`src/hw/rtl/qie_pkg.sv`:
```
// ----------------------------------------------------------------------------
// QOI image encoder package
// Shared payload types, opcodes, header constants and the color hash.
// ----------------------------------------------------------------------------
package qie_pkg;

   // request commands
   localparam logic [1:0] CMD_BEGIN  = 2'd0;
   localparam logic [1:0] CMD_PIXEL  = 2'd1;
   localparam logic [1:0] CMD_FINISH = 2'd2;

   // register indexes
   localparam int unsigned CSR_IDX_W = 1;
   localparam logic [CSR_IDX_W-1:0] REG_WIDTH  = 1'd0;
   localparam logic [CSR_IDX_W-1:0] REG_HEIGHT = 1'd1;

   // opcodes
   localparam logic [7:0] OP_INDEX = 8'h00;
   localparam logic [7:0] OP_DIFF  = 8'h40;
   localparam logic [7:0] OP_LUMA  = 8'h80;
   localparam logic [7:0] OP_RUN   = 8'hc0;
   localparam logic [7:0] OP_RGB   = 8'hfe;
   localparam logic [7:0] OP_RGBA  = 8'hff;
   localparam logic [5:0] RUN_MAX  = 6'd62;

   // header and end marker
   localparam logic [31:0] HDR_MAGIC      = 32'h716f6966; // "qoif"
   localparam logic [7:0]  HDR_CHANNELS   = 8'd4;
   localparam logic [7:0]  HDR_COLORSPACE = 8'd0;
   localparam logic [3:0]  HDR_LEN        = 4'd14;
   localparam logic [3:0]  END_LEN        = 4'd8;
   localparam logic [7:0]  END_LAST       = 8'h01;

   localparam int unsigned INDEX_DEPTH = 64;
   localparam int unsigned HASH_W      = 6;
   localparam int unsigned CODE_MAX    = 5;
   localparam int unsigned QDEPTH      = 4;
   localparam int unsigned QPTR_W      = 2;

   typedef struct packed {
      logic [1:0] cmd;
      logic [7:0] red;
      logic [7:0] green;
      logic [7:0] blue;
      logic [7:0] alpha;
   } req_type;

   typedef struct packed {
      logic [7:0] out_byte;
      logic       last_byte;
   } rsp_type;

   typedef struct packed {
      logic [7:0] r;
      logic [7:0] g;
      logic [7:0] b;
      logic [7:0] a;
   } pix_type;

   typedef enum logic [1:0] {
      KIND_PIX = 2'd0,
      KIND_HDR = 2'd1,
      KIND_FIN = 2'd2
   } kind_type;

   // work item handed from the classifier to the byte emitter
   typedef struct packed {
      kind_type                   kind;
      logic                       has_run;
      logic [7:0]                 run_byte;
      logic [2:0]                 code_len;
      logic [CODE_MAX-1:0][7:0]   code;
   } desc_type;

   function automatic logic [HASH_W-1:0] hash_of(input logic [7:0] r, input logic [7:0] g,
                                                 input logic [7:0] b, input logic [7:0] a);
      logic [11:0] s;
      s = 12'(r) * 12'd3 + 12'(g) * 12'd5 + 12'(b) * 12'd7 + 12'(a) * 12'd11;
      return s[HASH_W-1:0];
   endfunction

endpackage

```
`src/hw/rtl/qie_front.sv`:
```
// ----------------------------------------------------------------------------
// QOI encoder front end
// Accepts requests, looks up the color index and picks the code for each pixel.
// ----------------------------------------------------------------------------
module qie_front (
   input  logic                clock,
   input  logic                reset,
   input  logic                req_push,
   output logic                req_full,
   input  qie_pkg::req_type    req_data,
   output logic                q_push,
   output qie_pkg::desc_type   q_data,
   input  logic                q_full
);
   import qie_pkg::*;

   logic                    accept;
   logic                    s1_go;
   logic [HASH_W-1:0]       hash_in;

   logic                    s1_valid_ff;
   req_type                 s1_req_ff;
   logic [HASH_W-1:0]       s1_hash_ff;
   pix_type                 rd_data_ff;
   logic                    rd_vld_ff;
   logic                    byp_hit_ff;
   pix_type                 byp_data_ff;
   logic                    clr_ff;

   pix_type                 prev_ff, prev_in;
   logic [5:0]              run_ff, run_in;
   logic [INDEX_DEPTH-1:0]  vld_ff;
   pix_type                 mem [INDEX_DEPTH];

   pix_type                 px;
   pix_type                 entry;
   logic                    wr_need, clr_need, push_need;
   logic                    wr_en, clr_en;
   desc_type                d;
   logic [5:0]              run_p1;
   logic signed [8:0]       vr, vg, vb;
   logic signed [9:0]       rg, bg;
   logic                    is_diff, is_luma;
   logic [1:0]              dr2, dg2, db2;
   logic [5:0]              vg6;
   logic [3:0]              rg4, bg4;

   assign hash_in  = hash_of(req_data.red, req_data.green, req_data.blue, req_data.alpha);
   assign s1_go    = s1_valid_ff && !q_full;
   assign req_full = s1_valid_ff && q_full;
   assign accept   = req_push && !req_full;

   assign px = '{r: s1_req_ff.red, g: s1_req_ff.green, b: s1_req_ff.blue, a: s1_req_ff.alpha};

   // index entry as seen by this pixel, including a write or clear in the same edge
   always_comb begin
      if (byp_hit_ff) begin
         entry = byp_data_ff;
      end else if (clr_ff || !rd_vld_ff) begin
         entry = '0;
      end else begin
         entry = rd_data_ff;
      end
   end

   always_comb begin
      vr = $signed({1'b0, px.r}) - $signed({1'b0, prev_ff.r});
      vg = $signed({1'b0, px.g}) - $signed({1'b0, prev_ff.g});
      vb = $signed({1'b0, px.b}) - $signed({1'b0, prev_ff.b});
      rg = $signed({vr[8], vr}) - $signed({vg[8], vg});
      bg = $signed({vb[8], vb}) - $signed({vg[8], vg});
      is_diff = (vr >= -9'sd2) && (vr <= 9'sd1) && (vg >= -9'sd2) && (vg <= 9'sd1) &&
                (vb >= -9'sd2) && (vb <= 9'sd1);
      is_luma = (rg >= -10'sd8) && (rg <= 10'sd7) && (vg >= -9'sd32) && (vg <= 9'sd31) &&
                (bg >= -10'sd8) && (bg <= 10'sd7);
      dr2 = vr[1:0] + 2'd2;
      dg2 = vg[1:0] + 2'd2;
      db2 = vb[1:0] + 2'd2;
      vg6 = vg[5:0] + 6'd32;
      rg4 = rg[3:0] + 4'd8;
      bg4 = bg[3:0] + 4'd8;
   end

   always_comb begin
      d         = '0;
      d.kind    = KIND_PIX;
      d.has_run = (run_ff != 6'd0);
      d.run_byte = OP_RUN | {2'b00, run_ff - 6'd1};
      prev_in   = prev_ff;
      run_in    = run_ff;
      wr_need   = 1'b0;
      clr_need  = 1'b0;
      push_need = 1'b0;
      run_p1    = run_ff + 6'd1;
      unique case (s1_req_ff.cmd)
         CMD_BEGIN: begin
            d.kind    = KIND_HDR;
            d.has_run = 1'b0;
            push_need = 1'b1;
            prev_in   = '{r: 8'd0, g: 8'd0, b: 8'd0, a: 8'd255};
            run_in    = 6'd0;
            clr_need  = 1'b1;
         end
         CMD_PIXEL: begin
            if (px == prev_ff) begin
               if (run_p1 == RUN_MAX) begin
                  d.has_run  = 1'b1;
                  d.run_byte = OP_RUN | {2'b00, run_ff};
                  push_need  = 1'b1;
                  run_in     = 6'd0;
               end else begin
                  run_in = run_p1;
               end
            end else begin
               push_need = 1'b1;
               run_in    = 6'd0;
               prev_in   = px;
               if (entry == px) begin
                  d.code_len = 3'd1;
                  d.code[0]  = OP_INDEX | {2'b00, s1_hash_ff};
               end else begin
                  wr_need = 1'b1;
                  if (px.a != prev_ff.a) begin
                     d.code_len = 3'd5;
                     d.code     = {px.a, px.b, px.g, px.r, OP_RGBA};
                  end else if (is_diff) begin
                     d.code_len = 3'd1;
                     d.code[0]  = OP_DIFF | {2'b00, dr2, dg2, db2};
                  end else if (is_luma) begin
                     d.code_len = 3'd2;
                     d.code[0]  = OP_LUMA | {2'b00, vg6};
                     d.code[1]  = {rg4, bg4};
                  end else begin
                     d.code_len = 3'd4;
                     d.code[0]  = OP_RGB;
                     d.code[1]  = px.r;
                     d.code[2]  = px.g;
                     d.code[3]  = px.b;
                  end
               end
            end
         end
         CMD_FINISH: begin
            d.kind    = KIND_FIN;
            push_need = 1'b1;
            run_in    = 6'd0;
         end
         default: begin
         end
      endcase
   end

   assign wr_en  = s1_go && wr_need;
   assign clr_en = s1_go && clr_need;
   assign q_push = s1_go && push_need;
   assign q_data = d;

   always_ff @(posedge clock) begin
      if (reset) begin
         s1_valid_ff <= 1'b0;
         prev_ff     <= '{r: 8'd0, g: 8'd0, b: 8'd0, a: 8'd255};
         run_ff      <= 6'd0;
         vld_ff      <= '0;
      end else begin
         if (accept) begin
            s1_valid_ff <= 1'b1;
         end else if (s1_go) begin
            s1_valid_ff <= 1'b0;
         end
         if (s1_go) begin
            prev_ff <= prev_in;
            run_ff  <= run_in;
         end
         if (clr_en) begin
            vld_ff <= '0;
         end else if (wr_en) begin
            vld_ff[s1_hash_ff] <= 1'b1;
         end
      end
   end

   always_ff @(posedge clock) begin
      if (accept) begin
         s1_req_ff   <= req_data;
         s1_hash_ff  <= hash_in;
         rd_vld_ff   <= vld_ff[hash_in];
         byp_hit_ff  <= wr_en && (s1_hash_ff == hash_in);
         byp_data_ff <= px;
         clr_ff      <= clr_en;
      end
   end

   // color index memory
   always_ff @(posedge clock) begin
      if (wr_en) begin
         mem[s1_hash_ff] <= px;
      end
      if (accept) begin
         rd_data_ff <= mem[hash_in];
      end
   end

endmodule

```
`src/hw/rtl/qie_queue.sv`:
```
// ----------------------------------------------------------------------------
// QOI encoder work queue
// Short FIFO of classified items between the front end and the byte emitter.
// ----------------------------------------------------------------------------
module qie_queue (
   input  logic                clock,
   input  logic                reset,
   input  logic                push,
   input  qie_pkg::desc_type   push_data,
   output logic                full,
   input  logic                pop,
   output qie_pkg::desc_type   pop_data,
   output logic                empty
);
   import qie_pkg::*;

   desc_type           slot_ff [QDEPTH];
   logic [QPTR_W-1:0]  wr_ptr_ff;
   logic [QPTR_W-1:0]  rd_ptr_ff;
   logic [QPTR_W:0]    count_ff;
   logic               do_push, do_pop;

   assign full     = (count_ff == (QPTR_W+1)'(QDEPTH));
   assign empty    = (count_ff == '0);
   assign do_push  = push && !full;
   assign do_pop   = pop && !empty;
   assign pop_data = slot_ff[rd_ptr_ff];

   always_ff @(posedge clock) begin
      if (reset) begin
         wr_ptr_ff <= '0;
         rd_ptr_ff <= '0;
         count_ff  <= '0;
      end else begin
         if (do_push) begin
            wr_ptr_ff <= wr_ptr_ff + 1'b1;
         end
         if (do_pop) begin
            rd_ptr_ff <= rd_ptr_ff + 1'b1;
         end
         if (do_push && !do_pop) begin
            count_ff <= count_ff + 1'b1;
         end else if (do_pop && !do_push) begin
            count_ff <= count_ff - 1'b1;
         end
      end
   end

   always_ff @(posedge clock) begin
      if (do_push) begin
         slot_ff[wr_ptr_ff] <= push_data;
      end
   end

endmodule

```
`src/hw/rtl/qie_back.sv`:
```
// ----------------------------------------------------------------------------
// QOI encoder byte emitter
// Walks each queued item out one byte per cycle while the output is popped.
// ----------------------------------------------------------------------------
module qie_back (
   input  logic                clock,
   input  logic                reset,
   input  qie_pkg::desc_type   q_data,
   input  logic                q_empty,
   output logic                q_pop,
   input  logic [31:0]         image_width,
   input  logic [31:0]         image_height,
   output logic                rsp_empty,
   input  logic                rsp_pop,
   output qie_pkg::rsp_type    rsp_data
);
   import qie_pkg::*;

   logic [3:0]   pos_ff;
   logic         rsp_valid_ff;
   rsp_type      rsp_ff;
   logic [3:0]   run_n;
   logic [3:0]   total;
   logic [3:0]   j;
   logic         last;
   logic         load;
   logic         in_run;
   logic [7:0]   byte_sel;
   logic [7:0]   hdr_byte;
   logic [7:0]   code_byte;

   assign run_n  = {3'b000, q_data.has_run};
   assign j      = pos_ff - run_n;
   assign in_run = q_data.has_run && (pos_ff == 4'd0);

   always_comb begin
      unique case (q_data.kind)
         KIND_PIX: total = run_n + {1'b0, q_data.code_len};
         KIND_HDR: total = HDR_LEN;
         KIND_FIN: total = run_n + END_LEN;
         default:  total = 4'd1;
      endcase
   end

   assign last = (pos_ff == total - 4'd1);

   always_comb begin
      unique case (pos_ff)
         4'd0:    hdr_byte = HDR_MAGIC[31:24];
         4'd1:    hdr_byte = HDR_MAGIC[23:16];
         4'd2:    hdr_byte = HDR_MAGIC[15:8];
         4'd3:    hdr_byte = HDR_MAGIC[7:0];
         4'd4:    hdr_byte = image_width[31:24];
         4'd5:    hdr_byte = image_width[23:16];
         4'd6:    hdr_byte = image_width[15:8];
         4'd7:    hdr_byte = image_width[7:0];
         4'd8:    hdr_byte = image_height[31:24];
         4'd9:    hdr_byte = image_height[23:16];
         4'd10:   hdr_byte = image_height[15:8];
         4'd11:   hdr_byte = image_height[7:0];
         4'd12:   hdr_byte = HDR_CHANNELS;
         4'd13:   hdr_byte = HDR_COLORSPACE;
         default: hdr_byte = 8'h00;
      endcase
   end

   always_comb begin
      unique case (j)
         4'd0:    code_byte = q_data.code[0];
         4'd1:    code_byte = q_data.code[1];
         4'd2:    code_byte = q_data.code[2];
         4'd3:    code_byte = q_data.code[3];
         4'd4:    code_byte = q_data.code[4];
         default: code_byte = 8'h00;
      endcase
   end

   always_comb begin
      unique case (q_data.kind)
         KIND_HDR: byte_sel = hdr_byte;
         KIND_PIX: byte_sel = in_run ? q_data.run_byte : code_byte;
         KIND_FIN: begin
            if (in_run) begin
               byte_sel = q_data.run_byte;
            end else begin
               byte_sel = (j == END_LEN - 4'd1) ? END_LAST : 8'h00;
            end
         end
         default:  byte_sel = 8'h00;
      endcase
   end

   assign load      = !q_empty && (!rsp_valid_ff || rsp_pop);
   assign q_pop     = load && last;
   assign rsp_empty = !rsp_valid_ff;
   assign rsp_data  = rsp_ff;

   always_ff @(posedge clock) begin
      if (reset) begin
         pos_ff       <= 4'd0;
         rsp_valid_ff <= 1'b0;
      end else begin
         if (load) begin
            pos_ff       <= last ? 4'd0 : pos_ff + 4'd1;
            rsp_valid_ff <= 1'b1;
         end else if (rsp_pop) begin
            rsp_valid_ff <= 1'b0;
         end
      end
   end

   always_ff @(posedge clock) begin
      if (load) begin
         rsp_ff.out_byte  <= byte_sel;
         rsp_ff.last_byte <= last;
      end
   end

endmodule

```
`src/hw/rtl/qoi_image_encoder_top.sv`:
```
// ----------------------------------------------------------------------------
// QOI image encoder, top level
// Streaming RGBA encoder: commands in, bytes of a QOI file out.
// ----------------------------------------------------------------------------
// A request is taken every cycle while the work queue has room; the front end
// looks the pixel up in the 64-entry color index (one memory read per request;
// the request is registered in the front end, written to the queue and then
// loaded into the output register) and the back end emits one byte per cycle
// from the output register while the result side is popped. A pixel that codes
// to one byte therefore keeps the one-request-per-cycle pace; longer codes
// (LUMA 2 bytes, RGB 4, RGBA 5, plus one pending run byte), a begin (14 bytes)
// and a finish (8 or 9) take longer; the four-deep queue absorbs the
// difference before the input reports full. Begin clears the color index.
// Width and height must be written while the encoder is idle.
// ----------------------------------------------------------------------------
module qoi_image_encoder_top (
   input  logic                              clock,
   input  logic                              reset,
   input  logic                              req_push,
   output logic                              req_full,
   input  qie_pkg::req_type                  req_data,
   output logic                              rsp_empty,
   input  logic                              rsp_pop,
   output qie_pkg::rsp_type                  rsp_data,
   input  logic                              csr_valid,
   output logic                              csr_ready,
   input  logic [qie_pkg::CSR_IDX_W-1:0]     csr_index,
   input  logic [31:0]                       csr_data
);
   import qie_pkg::*;

   logic [31:0]  width_ff;
   logic [31:0]  height_ff;
   logic         q_push, q_full, q_pop, q_empty;
   desc_type     q_in, q_out;

   assign csr_ready = 1'b1;

   always_ff @(posedge clock) begin
      if (reset) begin
         width_ff  <= 32'd0;
         height_ff <= 32'd0;
      end else if (csr_valid && csr_ready) begin
         unique case (csr_index)
            REG_WIDTH:  width_ff  <= csr_data;
            REG_HEIGHT: height_ff <= csr_data;
            default: begin
            end
         endcase
      end
   end

   qie_front u_front (
      .clock    (clock),
      .reset    (reset),
      .req_push (req_push),
      .req_full (req_full),
      .req_data (req_data),
      .q_push   (q_push),
      .q_data   (q_in),
      .q_full   (q_full)
   );

   qie_queue u_queue (
      .clock     (clock),
      .reset     (reset),
      .push      (q_push),
      .push_data (q_in),
      .full      (q_full),
      .pop       (q_pop),
      .pop_data  (q_out),
      .empty     (q_empty)
   );

   qie_back u_back (
      .clock        (clock),
      .reset        (reset),
      .q_data       (q_out),
      .q_empty      (q_empty),
      .q_pop        (q_pop),
      .image_width  (width_ff),
      .image_height (height_ff),
      .rsp_empty    (rsp_empty),
      .rsp_pop      (rsp_pop),
      .rsp_data     (rsp_data)
   );

endmodule

```
`config.mk`:
```
export PLATFORM = sky130hd
export DESIGN_NAME = qoi_image_encoder_top
export DESIGN_NICKNAME = d
export VERILOG_FILES = /design/src/hw/rtl/qie_pkg.sv /design/src/hw/rtl/qie_front.sv /design/src/hw/rtl/qie_queue.sv /design/src/hw/rtl/qie_back.sv /design/src/hw/rtl/qoi_image_encoder_top.sv
export SDC_FILE = /design/constraint.sdc
export NUM_CORES = 2
export LEC_CHECK = 0
export BUFFER_PORTS_ARGS = -buffer_cell sky130_fd_sc_hd__buf_2
export CORE_MARGIN = 10
export CORE_UTILIZATION = 59
export CTS_BUF_LIST = sky130_fd_sc_hd__clkbuf_8
export DETAILED_ROUTE_END_ITERATION = 7
export PLACE_DENSITY = 0.79
export SLEW_MARGIN = 15
export SYNTH_ARGS = -nofsm -noshare
export SYNTH_HDL_FRONTEND = slang
export SYNTH_SLANG_ARGS = --single-unit
```
`constraint.sdc`:
```
create_clock -name clock -period 5.81 [get_ports clock]
set_input_delay 0.2905 -clock clock [delete_from_list [all_inputs] [get_ports clock]]
set_output_delay 0.2905 -clock clock [all_outputs]
set_load 0.01 [all_outputs]
```
==> metrics <==
Post-DRT Antenna Nets=0; DR iter-0 viols=9244; Worst Hold Depth=4; worst hold endpoint=width_ff[18]$_SDFFE_PP0P_; Peak Freq=187 MHz; async set-or-reset flop fraction in the synthesized netlist=0%; Synth area leaders=edfxtp_1 70%, mux4_2 16%, dfxtp_1 3.5%; relative slew slack=15.4%; FILL cells=10.1k; via count=55.7k; required time of the critical path=6.71 ns; register bit total from synthesis=2553; Worst Path Max Fanout=18; GRT Residual Overflow=0; leak pwr=37.7 nW; crit share post-route=92.2%; DP Wirelength=175000 µm; FF-to-FF End=u_queue.slot_ff[3][3]$_DFFE_PP_; CTS tree=built; crit end category=flip-flop; setup slack, reg-to-reg=0.45 ns; via density per instance=6.74; worst r2r src=u_front.px[16]$_DFFE_PP_; Post-Route WL=274000 µm; routability congestion estimate=0.906; critical path class=reg -> reg; unrepaired setup endpoints after global routing=no; Sink Count=2553; CTS HTree Levels=5; ys flop type=edfxtp_1; Worst setup SP type=flip-flop; placed cell areas=108000 µm²; Mapped Cells=5041; Hold Crit Class=in -> reg; HP Start=csr_data[18]; clock slew at reported path FFs=0.06 ns; max cap viols=0; post-synthesis area per instance=20.3 µm²; number of CTS-inserted buffers=400; DRC Markers=0; Synth cell types=93; share of layout cells above drive strength 1=27.9%; GRT Resource Usage Total=28.7%; Total Die Area=190000 µm²; Layout area overhead=13.9%; Initial Util=59.4%; Post-synth top cells=2372 x edfxtp_1, 745 x mux4_2, 209 x nand2_1; Clock Latency Late Sink=1.12 ns; CTS root buf=clkbuf_8; status=finished clean; antenna violations before repair=19; final hold slack=0.105 ns; clk_skew=0.0933 ns; Nets=5819; Final Hold Viols=0; first-pass GRT wire length=396000 µm; Synth top area share=69.7%; routed len/inst=33.2 µm; Tmin final=5.36 ns; Ys Warns=0; number of flops mapped to enable cells by yosys=2372; pin count of the biggest net entering global routing=108; Die X=436 µm; Row Count=152; most common cell in the netlist=edfxtp_1; setup TNS=0 ns; Top Ports=84; crit path DAT=6.26 ns; R2R depth=18; CTS Buffer Depth=4; Core Area=172000 µm²; synthesized cell area=102000 µm²; Die Y=436 µm; Finish-stage setup viols=0; router iterations before antenna repair=6; IO buf count=82; PwrDens=465 nW/µm²; Synth area leader=edfxtp_1; Synthesized Nets=5221; number of global-route vias before repair=54.5k; final max-slew violation count=0; Resized cells post-CTS=0; Slew @ Worst Pin=1.27 ns; peak supply drop=0.000800 V; post-synthesis sequential area ratio=73.2%; design area=116000 µm²
[kinds of logic (layout without fill, tap and decap cells)]
| family | count (synthesis) | count (layout) | synth area share [%] |
|---|---|---|---|
| XOR/XNOR | 79 | 79 | 0.691 |
| buffers and inverters | 412 | 1311 | 1.56 |
| AO/OA/AOI/OAI | 472 | 472 | 3.06 |
| AND/OR/NAND/NOR | 659 | 659 | 3.35 |
| flip-flops | 2553 | 2553 | 73.2 |
| other | 1 | 5 | 0.00367 |
| adder cells (fa/ha/maj) | 109 | 109 | 1.55 |
| multiplexers | 756 | 756 | 16.5 |
[sequential cells by signal (all words and copies together), names as in the netlist, named ones only]
| signal | count |
|---|---|
| u_queue.count_ff | 3 |
| height_ff | 32 |
| u_front.s1_req_ff | 2 |
| u_front.s1_valid_ff | 1 |
| width_ff | 32 |
| u_front.px | 32 |
| u_front.clr_ff | 1 |
| u_front.rd_vld_ff | 1 |
| u_front.s1_hash_ff | 6 |
| u_queue.wr_ptr_ff | 2 |
| u_front.byp_hit_ff | 1 |
| u_front.byp_data_ff | 32 |
| u_front.run_ff | 6 |
| u_queue.slot_ff | 208 |
| u_back.pos_ff | 4 |
| u_front.prev_ff | 32 |
| u_front.rd_data_ff | 32 |
| u_back.rsp_data | 9 |
| u_front.vld_ff | 64 |
| u_front.mem | 2048 |
| u_back.rsp_valid_ff | 1 |
| u_queue.rd_ptr_ff | 2 |
[critical path, stage by stage (launching register included)]
cell,delay (ns)
edfxtp_1,0.45
inv_1,0.18
ha_1,0.28
fa_1,0.42
nor2b_1,0.21
o22a_1,0.22
xnor2_1,0.07
buf_4,0.17
ha_1,0.34
inv_1,0.06
o21bai_1,0.21
nor3_1,0.07
a2111oi_0,0.58
o31ai_1,0.17
o211ai_1,0.20
o22a_2,0.39
nor4_4,0.11
a2111oi_0,0.81
buf_4,0.25
[worst max path at each step]
stage | from | depth (start not counted) | endpoint | slack [ns]
after CTS | u_front.px[16]$_DFFE_PP_ | 16 | u_queue.slot_ff[0][3]$_DFFE_PP_ | 0.56
after global routing | u_front.px[16]$_DFFE_PP_ | 18 | u_queue.slot_ff[0][3]$_DFFE_PP_ | 0.12
final | u_front.px[16]$_DFFE_PP_ | 18 | u_queue.slot_ff[3][3]$_DFFE_PP_ | 0.45
after detailed placement | req_data[9] | 14 | u_front.rd_data_ff[1]$_DFFE_PP_ | 0.19
after global placement | req_data[9] | 19 | u_front.rd_vld_ff$_DFFE_PP_ | 0.19
after floorplan | req_data[10] | 17 | u_front.rd_data_ff[10]$_DFFE_PP_ | 0.0002
[per-layer routing]
metal	track usage [%]	vias up	part of all wire (%)
met3	8.47	598	14
met5	0	-	0.042
met4	10.6	18	3.9
met1	39.7	28600	35
li1	-	22000	-
met2	43.7	4396	47
[layout make-up]
class	count	area, µm²	share of cell area [%]
clock inverter	285	1490	1.28
clock buffer	418	5750	4.94
inverter	140	526	0.452
timing repair buffer	468	4520	3.89
multi-input combinational	2076	26300	22.6
sequential	2553	74900	64.3
tap	2310	2890	2.48
antenna	4	10.0	0.00860
[power by group]
group / leakage [nW] / switching, mW / internal [mW] / total [mW]
Combinational: 10.6 / 9.25 / 9.53 / 18.8
Sequential: 22.9 / 0.364 / 21.0 / 21.3
Clock: 4.22 / 6.89 / 7.13 / 14.0
Total: 37.7 / 16.5 / 37.6 / 54.1
[placed cells by master (no fill, tap or decap), drive strengths merged, types with 19 or more instances in the layout]
| master | instances |
|---|---|
| xor2 | 30 |
| xnor2 | 48 |
| ha | 79 |
| o21a | 86 |
| dlygate4sd3 | 144 |
| clkinv | 127 |
| fa | 29 |
| edfxtp | 2372 |
| inv | 281 |
| o211ai | 29 |
| a211oi | 19 |
| and2 | 24 |
| mux4 | 745 |
| dfxtp | 181 |
| nor2b | 26 |
| nand2 | 209 |
| nor2 | 135 |
| a21oi | 171 |
| nand4 | 22 |
| o21ai | 50 |
| buf | 324 |
| nor3 | 41 |
| clkbuf | 418 |
| nand3 | 61 |
[through the flow]
step | utilization (%) | worst slack, ns | instances | total power, mW
final | 67.7 | 0.450 | 8254 | 54.1
after CTS | 67.7 | 0.565 | 8250 | 54.0
after global routing | 67.7 | 0.123 | 8251 | 55.9
after global placement | 62.6 | 0.185 | 7403 | 39.6
after detailed placement | 62.6 | 0.188 | 7403 | 40.1
after floorplan | - | 0.000199 | 5041 | 33.8
[what timing repair did]
| action | in CTS | in global routing |
|---|---|---|
| hold endpoints to repair | 209 | 0 |
| setup buffers | 0 | 0 |
| hold buffers | 144 | 0 |
| setup endpoints to repair | 0 | 0 |
(Power assumes the default switching activity.)
